### config.mk
export PLATFORM = sky130hd
export DESIGN_NAME = bounded_deque_top
export DESIGN_NICKNAME = d
export VERILOG_FILES = /design/src/rtl/core/bdq_pkg.sv /design/src/rtl/core/bdq_front.sv /design/src/rtl/core/bdq_cmd_q.sv /design/src/rtl/core/bdq_back.sv /design/src/rtl/core/bounded_deque_top.sv
export SDC_FILE = /design/constraint.sdc
export NUM_CORES = 1
export LEC_CHECK = 0
export BUFFER_PORTS_ARGS = -buffer_cell sky130_fd_sc_hd__buf_2
export CORE_ASPECT_RATIO = 1.5
export CORE_MARGIN = 2
export CORE_UTILIZATION = 50
export DETAILED_ROUTE_END_ITERATION = 6
export PLACE_DENSITY = 0.65
export SLEW_MARGIN = 40
export SYNTH_ARGS = -nofsm -noshare
export SYNTH_HDL_FRONTEND = slang
export SYNTH_SLANG_ARGS = --single-unit
### constraint.sdc
create_clock -name i_clk -period 5.45 [get_ports i_clk]
set_input_delay 0 -clock i_clk [delete_from_list [all_inputs] [get_ports i_clk]]
set_output_delay 0 -clock i_clk [all_outputs]
set_load 0.05 [all_outputs]
### src/rtl/core/bdq_pkg.sv
// ----------------------------------------------------------------------------
// bdq_pkg
// Shared constants, operation and status codes and the command record for
// the bounded double-ended queue.
// ----------------------------------------------------------------------------
package bdq_pkg;

    localparam int DEPTH  = 16;
    localparam int IDX_W  = $clog2(DEPTH);
    localparam int CNT_W  = $clog2(DEPTH + 1);
    localparam int SUM_W  = IDX_W + 1;
    localparam int DATA_W = 32;
    localparam int KIND_W = 2;
    localparam int STAT_W = 2;

    typedef enum logic [KIND_W-1:0] {
        K_PUSH_FRONT = 2'd0,
        K_PUSH_BACK  = 2'd1,
        K_POP_FRONT  = 2'd2,
        K_POP_BACK   = 2'd3
    } t_kind;

    typedef enum logic [STAT_W-1:0] {
        ST_OK    = 2'd0,
        ST_FULL  = 2'd1,
        ST_EMPTY = 2'd2
    } t_status;

    // one classified operation for the storage side
    typedef struct packed {
        logic              wr;
        logic              rd;
        logic [IDX_W-1:0]  addr;
        logic [DATA_W-1:0] data;
        t_status           status;
        logic [CNT_W-1:0]  count;
    } t_cmd;

endpackage

### src/rtl/core/bdq_front.sv
// ----------------------------------------------------------------------------
// bdq_front
// Accepts operations, keeps the front pointer and element count, refuses
// pushes when full and pops when empty, and issues slot commands.
// ----------------------------------------------------------------------------
module bdq_front (
    input  logic                        i_clk,
    input  logic                        i_rst_n,
    input  logic                        i_valid,
    output logic                        o_ready,
    input  logic [bdq_pkg::KIND_W-1:0]  i_kind,
    input  logic [bdq_pkg::DATA_W-1:0]  i_push_value,
    output logic                        o_cmd_valid,
    input  logic                        i_cmd_ready,
    output bdq_pkg::t_cmd               o_cmd
);
    import bdq_pkg::*;

    logic [IDX_W-1:0] r_front, n_front;
    logic [CNT_W-1:0] r_count, n_count;
    logic             w_take;
    logic             w_full;
    logic             w_empty;
    logic [SUM_W-1:0] w_sum;
    logic [SUM_W-1:0] w_sum_m1;
    logic [IDX_W-1:0] w_back_slot;
    logic [IDX_W-1:0] w_last_slot;
    logic [IDX_W-1:0] w_prev_front;
    logic [IDX_W-1:0] w_next_front;

    assign o_ready     = i_cmd_ready;
    assign o_cmd_valid = i_valid;
    assign w_take      = i_valid && i_cmd_ready;
    assign w_full      = (r_count == CNT_W'(DEPTH));
    assign w_empty     = (r_count == '0);

    // slot offsets wrap with one compare and subtract
    assign w_sum       = SUM_W'(r_front) + SUM_W'(r_count);
    assign w_sum_m1    = w_sum - SUM_W'(1);
    assign w_back_slot = (w_sum >= SUM_W'(DEPTH)) ? IDX_W'(w_sum - SUM_W'(DEPTH))
                                                  : IDX_W'(w_sum);
    assign w_last_slot = (w_sum_m1 >= SUM_W'(DEPTH)) ? IDX_W'(w_sum_m1 - SUM_W'(DEPTH))
                                                     : IDX_W'(w_sum_m1);
    assign w_prev_front = (r_front == '0) ? IDX_W'(DEPTH - 1) : r_front - IDX_W'(1);
    assign w_next_front = (r_front == IDX_W'(DEPTH - 1)) ? '0 : r_front + IDX_W'(1);

    always_comb begin
        n_front      = r_front;
        n_count      = r_count;
        o_cmd.wr     = 1'b0;
        o_cmd.rd     = 1'b0;
        o_cmd.addr   = r_front;
        o_cmd.data   = i_push_value;
        o_cmd.status = ST_OK;
        case (t_kind'(i_kind))
            K_PUSH_FRONT: begin
                if (w_full) begin
                    o_cmd.status = ST_FULL;
                end else begin
                    o_cmd.wr   = 1'b1;
                    o_cmd.addr = w_prev_front;
                    n_front    = w_prev_front;
                    n_count    = r_count + CNT_W'(1);
                end
            end
            K_PUSH_BACK: begin
                if (w_full) begin
                    o_cmd.status = ST_FULL;
                end else begin
                    o_cmd.wr   = 1'b1;
                    o_cmd.addr = w_back_slot;
                    n_count    = r_count + CNT_W'(1);
                end
            end
            K_POP_FRONT: begin
                if (w_empty) begin
                    o_cmd.status = ST_EMPTY;
                end else begin
                    o_cmd.rd   = 1'b1;
                    o_cmd.addr = r_front;
                    n_front    = w_next_front;
                    n_count    = r_count - CNT_W'(1);
                end
            end
            K_POP_BACK: begin
                if (w_empty) begin
                    o_cmd.status = ST_EMPTY;
                end else begin
                    o_cmd.rd   = 1'b1;
                    o_cmd.addr = w_last_slot;
                    n_count    = r_count - CNT_W'(1);
                end
            end
            default: begin
                o_cmd.status = ST_OK;
            end
        endcase
        o_cmd.count = n_count;
    end

    always_ff @(posedge i_clk) begin
        if (!i_rst_n) begin
            r_front <= '0;
            r_count <= '0;
        end else if (w_take) begin
            r_front <= n_front;
            r_count <= n_count;
        end
    end

    a_count_bound: assert property (@(posedge i_clk) disable iff (!i_rst_n)
        r_count <= CNT_W'(DEPTH))
        else $error("element count beyond depth");

    a_refused_holds: assert property (@(posedge i_clk) disable iff (!i_rst_n)
        (w_take && o_cmd.status != ST_OK) |=> ($stable(r_count) && $stable(r_front)))
        else $error("refused operation changed the queue state");

    a_cmd_exclusive: assert property (@(posedge i_clk) disable iff (!i_rst_n)
        o_cmd_valid |-> !(o_cmd.wr && o_cmd.rd) &&
                        ((o_cmd.wr || o_cmd.rd) == (o_cmd.status == ST_OK)))
        else $error("command access flags disagree with status");

endmodule

### src/rtl/core/bdq_cmd_q.sv
// ----------------------------------------------------------------------------
// bdq_cmd_q
// Two-entry command queue between the classifier and the storage side.
// ----------------------------------------------------------------------------
module bdq_cmd_q (
    input  logic          i_clk,
    input  logic          i_rst_n,
    input  logic          i_valid,
    output logic          o_ready,
    input  bdq_pkg::t_cmd i_cmd,
    output logic          o_valid,
    input  logic          i_ready,
    output bdq_pkg::t_cmd o_cmd
);
    import bdq_pkg::*;

    t_cmd       r_entry [2];
    logic       r_wr_ptr;
    logic       r_rd_ptr;
    logic [1:0] r_fill;
    logic       w_push;
    logic       w_pop;

    assign o_ready = (r_fill != 2'd2);
    assign o_valid = (r_fill != 2'd0);
    assign o_cmd   = r_entry[r_rd_ptr];
    assign w_push  = i_valid && o_ready;
    assign w_pop   = o_valid && i_ready;

    always_ff @(posedge i_clk) begin
        if (w_push) begin
            r_entry[r_wr_ptr] <= i_cmd;
        end
    end

    always_ff @(posedge i_clk) begin
        if (!i_rst_n) begin
            r_wr_ptr <= 1'b0;
            r_rd_ptr <= 1'b0;
            r_fill   <= 2'd0;
        end else begin
            if (w_push) begin
                r_wr_ptr <= ~r_wr_ptr;
            end
            if (w_pop) begin
                r_rd_ptr <= ~r_rd_ptr;
            end
            r_fill <= r_fill + {1'b0, w_push} - {1'b0, w_pop};
        end
    end

    a_fill_bound: assert property (@(posedge i_clk) disable iff (!i_rst_n)
        r_fill <= 2'd2)
        else $error("command queue fill beyond two");

    a_ptr_fill: assert property (@(posedge i_clk) disable iff (!i_rst_n)
        (r_fill == 2'd0 || r_fill == 2'd2) |-> (r_wr_ptr == r_rd_ptr))
        else $error("queue pointers disagree with fill level");

endmodule

### src/rtl/core/bdq_back.sv
// ----------------------------------------------------------------------------
// bdq_back
// Slot store and result register: carries out writes and reads and holds
// the result until it is taken.
// ----------------------------------------------------------------------------
module bdq_back (
    input  logic                        i_clk,
    input  logic                        i_rst_n,
    input  logic                        i_valid,
    output logic                        o_ready,
    input  bdq_pkg::t_cmd               i_cmd,
    output logic                        o_valid,
    input  logic                        i_ready,
    output logic [bdq_pkg::DATA_W-1:0]  o_pop_value,
    output logic [bdq_pkg::STAT_W-1:0]  o_status,
    output logic [bdq_pkg::CNT_W-1:0]   o_count
);
    import bdq_pkg::*;

    logic [DATA_W-1:0] r_slot_store [DEPTH];
    logic              r_valid;
    logic [DATA_W-1:0] r_pop;
    t_status           r_status;
    logic [CNT_W-1:0]  r_count;
    logic              w_take;

    assign o_ready     = !r_valid || i_ready;
    assign w_take      = i_valid && o_ready;
    assign o_valid     = r_valid;
    assign o_pop_value = r_pop;
    assign o_status    = r_status;
    assign o_count     = r_count;

    // store write and registered read
    always_ff @(posedge i_clk) begin
        if (w_take && i_cmd.wr) begin
            r_slot_store[i_cmd.addr] <= i_cmd.data;
        end
        if (w_take) begin
            r_pop    <= i_cmd.rd ? r_slot_store[i_cmd.addr] : '0;
            r_status <= i_cmd.status;
            r_count  <= i_cmd.count;
        end
    end

    always_ff @(posedge i_clk) begin
        if (!i_rst_n) begin
            r_valid <= 1'b0;
        end else if (o_ready) begin
            r_valid <= i_valid;
        end
    end

endmodule

### src/rtl/core/bounded_deque_top.sv
// ----------------------------------------------------------------------------
// bounded_deque_top
// Double-ended queue of sixteen 32-bit elements in a circular slot store.
// ----------------------------------------------------------------------------
// usage
//   input channel: i_valid / o_ready with i_kind (0 push front, 1 push back,
//   2 pop front, 3 pop back) and i_push_value, ignored on pops
//   output channel: o_valid / i_ready with o_pop_value (zero unless a pop
//   succeeded), o_status (0 ok, 1 push refused as full, 2 pop refused as
//   empty) and o_element_count, the count after the operation
//   every input transfer gives exactly one output transfer, in order
// timing
//   a result passes through the command queue and then the store read
//   register; throughput: one transfer per cycle while i_ready is high;
//   the classifier resolves pointer and count in the accepting cycle,
//   and the store has one access per cycle
// reset
//   synchronous, active low; the queue comes out empty with the front
//   pointer at slot zero; the slot store itself is not cleared
// stalls
//   when i_ready is low the result register holds, the two-entry command
//   queue fills and then o_ready falls until the receiver takes a transfer
// ----------------------------------------------------------------------------
module bounded_deque_top (
    input  logic                        i_clk,
    input  logic                        i_rst_n,
    input  logic                        i_valid,
    output logic                        o_ready,
    input  logic [bdq_pkg::KIND_W-1:0]  i_kind,
    input  logic [bdq_pkg::DATA_W-1:0]  i_push_value,
    output logic                        o_valid,
    input  logic                        i_ready,
    output logic [bdq_pkg::DATA_W-1:0]  o_pop_value,
    output logic [bdq_pkg::STAT_W-1:0]  o_status,
    output logic [bdq_pkg::CNT_W-1:0]   o_element_count
);
    import bdq_pkg::*;

    // classifier to queue
    logic w_fr_valid;
    logic w_fr_ready;
    t_cmd w_fr_cmd;

    // queue to storage side
    logic w_bk_valid;
    logic w_bk_ready;
    t_cmd w_bk_cmd;

    // front: pointer and count bookkeeping, refusal of full and empty cases
    bdq_front u_front (
        .i_clk        (i_clk),
        .i_rst_n      (i_rst_n),
        .i_valid      (i_valid),
        .o_ready      (o_ready),
        .i_kind       (i_kind),
        .i_push_value (i_push_value),
        .o_cmd_valid  (w_fr_valid),
        .i_cmd_ready  (w_fr_ready),
        .o_cmd        (w_fr_cmd)
    );

    // short queue so front and back stall independently
    bdq_cmd_q u_cmd_q (
        .i_clk   (i_clk),
        .i_rst_n (i_rst_n),
        .i_valid (w_fr_valid),
        .o_ready (w_fr_ready),
        .i_cmd   (w_fr_cmd),
        .o_valid (w_bk_valid),
        .i_ready (w_bk_ready),
        .o_cmd   (w_bk_cmd)
    );

    // back: slot store access and result register
    bdq_back u_back (
        .i_clk       (i_clk),
        .i_rst_n     (i_rst_n),
        .i_valid     (w_bk_valid),
        .o_ready     (w_bk_ready),
        .i_cmd       (w_bk_cmd),
        .o_valid     (o_valid),
        .i_ready     (i_ready),
        .o_pop_value (o_pop_value),
        .o_status    (o_status),
        .o_count     (o_element_count)
    );

endmodule
== Yosys cells after proc, flatten, opt, wreduce, memory -nomap -nowiden ==
Memories as Yosys holds them, arrays and structs flattened. A register that Yosys moved wholly into a read port is not among the register bits.
Index checks and enable logic that the tools add are counted.

* Add/sub/neg operators: 10
* Muxes and demuxes: 26
* Magnitude comparators: 2
* Reduce and logical (&&, ||, !) cells: 14
* Div/mod/pow operators: 0
* Shift-type cells: 0
* Eq/ne operators: 7
* Bitwise operators: 2
* Multipliers: 0

{| class="wikitable"
|+ Operators with widths
! operator !! number
|-
| two-way mux 4 bit || 7
|-
| two-way mux 5 bit || 4
|-
| one-hot mux 4 bit (4 select lines) || 1
|-
| subtractor 4 x 1 -> 4 bit (second input constant) || 3
|-
| >= comparator 5 bit (second input constant) || 2
|-
| one-hot mux 5 bit (2 select lines) || 1
|-
| subtractor 5 x 1 -> 5 bit (second input constant) || 2
|-
| two-way mux 1 bit || 9
|-
| one-hot mux 4 bit (2 select lines) || 1
|-
| adder 4 x 5 -> 5 bit || 1
|-
| adder 5 x 1 -> 5 bit (second input constant) || 1
|-
| == test 5 bit (second input constant) || 1
|-
| zero test 5 bit || 1
|-
| adder 4 x 1 -> 4 bit (second input constant) || 1
|-
| == test 2 bit (second input constant) || 2
|-
| == test 4 bit (second input constant) || 1
|-
| zero test 4 bit || 1
|-
| inequality test 2 bit (second input constant) || 2
|-
| one-hot mux 2 bit (2 select lines) || 1
|-
| nonzero test 2 bit || 2
|-
| OR reduction 2 bit || 2
|-
| logical AND 1 bit || 3
|-
| AND reduction 3 bit || 1
|-
| adder 2 x 1 -> 2 bit || 1
|-
| other kinds (8) || 10
|}

* Latch bits: 0
* Output and inout port bits: 41
* Memories kept: 2
* Memory bits (read-only): 0
* Memory bits (writable): 602
* Flip-flop bits (word level): 21
* Logic and storage cells: 71

{| class="wikitable"
|+ Memory list
! memory !! depth !! bits a word !! read ports !! clocked after Yosys merged registers in !! write ports !! RTL line !! source
|-
| u_back.r_slot_store || 16 || 32 || 1 || 1 || 1 || bdq_back.sv:20 || <nowiki>logic [DATA_W-1:0] r_slot_store [DEPTH];</nowiki>
|-
| u_cmd_q.r_entry || 2 || 45 || 1 || 1 || 1 || bdq_cmd_q.sv:17 || <nowiki>t_cmd r_entry [2];</nowiki>
|}

== Longest topological paths before layout ==
* Word-level depth: 6
* Depth in mapped cells: 8

== Hierarchy ==
Synthesis repeated with hierarchy kept, for this count alone.

* Cells, all modules: 1,339
* Area, all modules: 26,035.0 um^2

{| class="wikitable"
|+ Modules (own cells, without submodules)
! module !! area each (um^2) !! cells an instance !! seq. area each (um^2) !! instances
|-
| bdq_back || 20,835.0 || 962 || 16,565.9 || 1
|-
| bdq_cmd_q || 3,684.8 || 164 || 2,802.7 || 1
|-
| bdq_front || 1,515.2 || 213 || 180.2 || 1
|}

== Least setup slack after synthesis ==
No wires, ideal clock.

* Kind: register to register
* Start: register u_back.r_valid (netlist: u_back.o_valid)
* End: memory u_back.r_slot_store[3][0] (enable)
* Data required time: 4.989 ns
* Library setup time: 0.461 ns
* Path buffers: 1
* Slack: -0.325 ns
* Arrival: 5.314 ns
* Clock period less this slack: 5.775 ns
* Cell stages (with the launch flop): 6
* Cells stage by stage: dfxtp_1 > nor2b_1 > nor2_1 > nand2_1 > clkbuf_1 > nor3_1

* Word-level cells in the longest chain between the ends: 6

{| class="wikitable"
|+ Ends and longest elaborated chain
! item !! RTL line !! source
|-
| start, declared || bdq_back.sv:21 || <nowiki>logic r_valid;</nowiki>
|-
| start signal, assigned || bdq_back.sv:50 || <nowiki>r_valid <= i_valid;</nowiki>
|-
| zero test 1 bit || bdq_back.sv:27 || <nowiki>assign o_ready = !r_valid || i_ready;</nowiki>
|-
| logical OR 1 bit || bdq_back.sv:27 ||
|-
| logical AND 1 bit || bdq_back.sv:28 || <nowiki>assign w_take = i_valid && o_ready;</nowiki>
|-
| named net u_back.w_take || bdq_back.sv:25 || <nowiki>logic w_take;</nowiki>
|-
| logical AND 1 bit || bdq_back.sv:36 || <nowiki>if (w_take && i_cmd.wr) begin</nowiki>
|-
| two-way mux 1 bit || bdq_back.sv:36 ||
|-
| two-way mux 1 bit (not written as such) || bdq_back.sv:37 || <nowiki>r_slot_store[i_cmd.addr] <= i_cmd.data;</nowiki>
|-
| end, declared || bdq_back.sv:20 ||
|}

The timed path passes the listed nets, and every way through them passes these cells.

==> qor.yml <==
outcome: "complete, no violations"
crit_path_end_kind: "flop"
fin_ws_ns: 2.34
maxCapViolCount: 0
syn_avg_cell_area_sq_um: 17.6
area_delta_synth_final_pct: 16.3
switchingPower_mw: 4.60
portBuffers: 78
cts_tree: "yes"
rsz0062_at_grt: "false"
cts_made_buffers: 57
clkPwrFrac_pct: 29.8
routed_wl_mm: 56.1
grt_max_degree: 46
ir_drop_mv: 0.509
die-width_microns: 187
fillers: 3702
vias: 13733
finalCritPeriodShare_pct: 57.2
antenna_found_initial: 0
postRouteAntennaNets: 0
ys_seq_elements: 656
tightest_slew_ns: 0.839
slew_headroom_pct: 44.0
hold_class: "in2reg"
rrSetupSlack_ns: 2.34
syn_inst: 1420
yosys_warnings: 0
fin_cells: 2269
switching_share_pct: 31.3
clk_latency_ns: 0.61
viasPerCell: 6.05
htree_levels: 2
root_buffer: "clkbuf_16"
critPathBufInv: 2
holdCritStartpoint: "i_kind[1]"
dp_cells: 2125
final.min_clock_period_ns: 3.11
ys_seq_area_share_pct: 78.2
path_class: "reg2reg"
synth_cell_types: 57
finalSetupTns_ns: 0
drt-initial-drc-count: 1257
row_count: 100
critPathTopFamily: "buffers and inverters"
grt_first_pass_wirelength_mm: 84.3
layout-drive-gt1-share_pct: 18.6
grtUsageTotal_pct: 21.5
layout_commonest_cell: "edfxtp_1"
firstDrtPassIters: 5
wl_per_cell_microns: 24.7
fin_nets: 1607
clock_sinks: 656
cts_buffer_depth: 3
skew_ns: 0.0131
startpoint_type: "flop"
slowest_delay_ns: 0.72
cpMaxStageDelayCell: "dfxtp_4"
hold_viol: 0
arrival_ns: 3.49
async_flop_share_pct: 0
fmax_ghz: 0.321
final_cell_mix: "edfxtp_1, a22oi_1, a21o_1"
internal-power_mw: 10.1
synth-edff-count: 641
combPwrFrac_pct: 25.1
path_cells: "buf_12, and3_1, or2_4, buf_4, a22oi_1, a21o_1, a41oi_1"
die_y_microns: 278
syn_area_sq_um: 25000
diodes: 0
start_util_pct: 50.4
place_congestion: 0.772
mappedNetlistNets: 1470
crit_fanout: 40
dp_slack_ns: 2.29
fp.coreArea_sq_um: 49500
p_total_mw: 14.7
cts.clk_slew.worst_paths_ns: 0.07
setup_violations: 0
dpl.hpwl_mm: 32.0
ys.flop_type: "edfxtp_1"
drv_slew: 0
required_ns: 5.82
die_area_sq_um: 51800
gr-total-overflow: 0
io_pins: 79
p_leak_nw: 9.37
grt_pass1_vias: 13820
route.detailed.drc: 0
p_per_area_nw_per_um2: 506
p_seq_share_pct: 45.1
[path summary, 6_finish.rpt]
kind,endpoint,cells after the start
worst min-delay path,u_front.r_front[2]$_SDFFE_PN0P_,3
worst min register to register,u_back.o_count[1]$_DFFE_PP_,1
worst max register to register,u_back.o_pop_value[31]$_SDFFCE_PN0P_,7
worst max-delay path,u_back.o_pop_value[31]$_SDFFCE_PN0P_,7
[final cells by class]
class                           instances  area (sq um)  share of cell area, %
Clock buffer                           63          1450                   4.98
Clock inverter                         45           602                   2.07
Inverter                               17          63.8                  0.219
Multi-Input combinational cell        656          5150                   17.7
Sequential cell                       656         19600                   67.3
Tap cell                              663           830                   2.85
Timing Repair Buffer                  169          1430                   4.90
[power groups by stage]
stage	registers, mW	clock network [mW]	logic [mW]
6_report	6.64	4.39	3.69
5_1_grt	6.69	4.63	3.95
4_1_cts	6.64	4.45	3.71
3_5_place_dp	6.75	0	3.67
3_3_place_gp	6.77	0	3.45
2_1_floorplan	7.20	0	1.96
[metal layers]
metal,vias up,wire (microns),track usage (%)
met1,6989,22600,27.9
met4,0,1970,8.30
met2,501,28500,37.2
met3,117,2930,2.71
li1,6126,-,-
met5,-,0,0
[cell usage after synthesis, drive strengths merged, types with 2 or more instances]
cell type,n,area [sq um]
buf,72,370
a221oi,2,17.5
clkbuf,19,71.3
ha,11,138
a32oi,4,35.0
nor4,5,31.3
mux2i,6,60.1
o21ai,10,50.1
nor2,33,124
o31a,2,17.5
or2,6,37.5
o211a,2,20.0
mux2,40,450
a41oi,32,280
nor3,18,90.1
nand2,17,63.8
o21a,2,15.0
and3,3,18.8
edfxtp,641,19200
and2,7,43.8
a21o,131,983
o211ai,2,15.0
o31ai,2,15.0
xor2,2,17.5
a21boi,3,22.5
dfxtp,15,300
a22oi,256,1920
nor4bb,2,20.0
xnor2,6,52.6
nor3b,4,30.0
nor2b,3,18.8
a21oi,11,55.1
a31oi,4,25.0
nand3b,5,37.5
and3b,3,26.3
inv,17,63.8
nand2b,3,18.8
nand3,4,20.0
[flip-flops by register name, summed over array words and instances (netlist names), 2 cells and up, named ones only]
register and cells:
u_back.r_slot_store 512, u_cmd_q.r_entry 90, u_back.o_pop_value 32, u_back.o_count 5, u_front.r_count 5, u_front.r_front 4
u_back.o_status 2, u_cmd_q.r_fill 2
[cells by family (layout without fill, tap and decap cells)]
kind of cell	Yosys count	in the layout	share of synthesized area (%)
xor gates and xnor gates	8	8	0.280
and+or+nand+nor	119	119	2.54
DFF	656	656	78.2
AOI/OAI and AO/OA	471	471	14.3
adders and majority gates	12	12	0.631
muxes	46	46	2.04
buffers and inverters	108	294	2.02
[worst reg2reg max path: stages (launching register included)]
cell     delay (ns)
dfxtp_4        0.72
buf_12         0.28
and3_1         0.21
or2_4          0.42
buf_4          0.53
a22oi_1        0.15
a21o_1         0.22
a41oi_1        0.37
[metrics by stage]
step | instance area, sq um | hold slack (ns) | util (%)
2_1_floorplan | 25000 | 0.0989 | -
3_3_place_gp | 26300 | 0.187 | 53.1
3_5_place_dp | 26700 | 0.191 | 53.8
4_1_cts | 29100 | 0.0287 | 58.7
5_1_grt | 29100 | 0.0995 | 58.7
6_report | 29100 | 0.0528 | 58.7
[repair_timing]
item,4_1_cts,5_1_grt
endpoints found under the hold margin,83,0
resized for setup,0,0
hold buffers,36,0
setup buffers,0,0
Power figures use the tool's default switching activity.
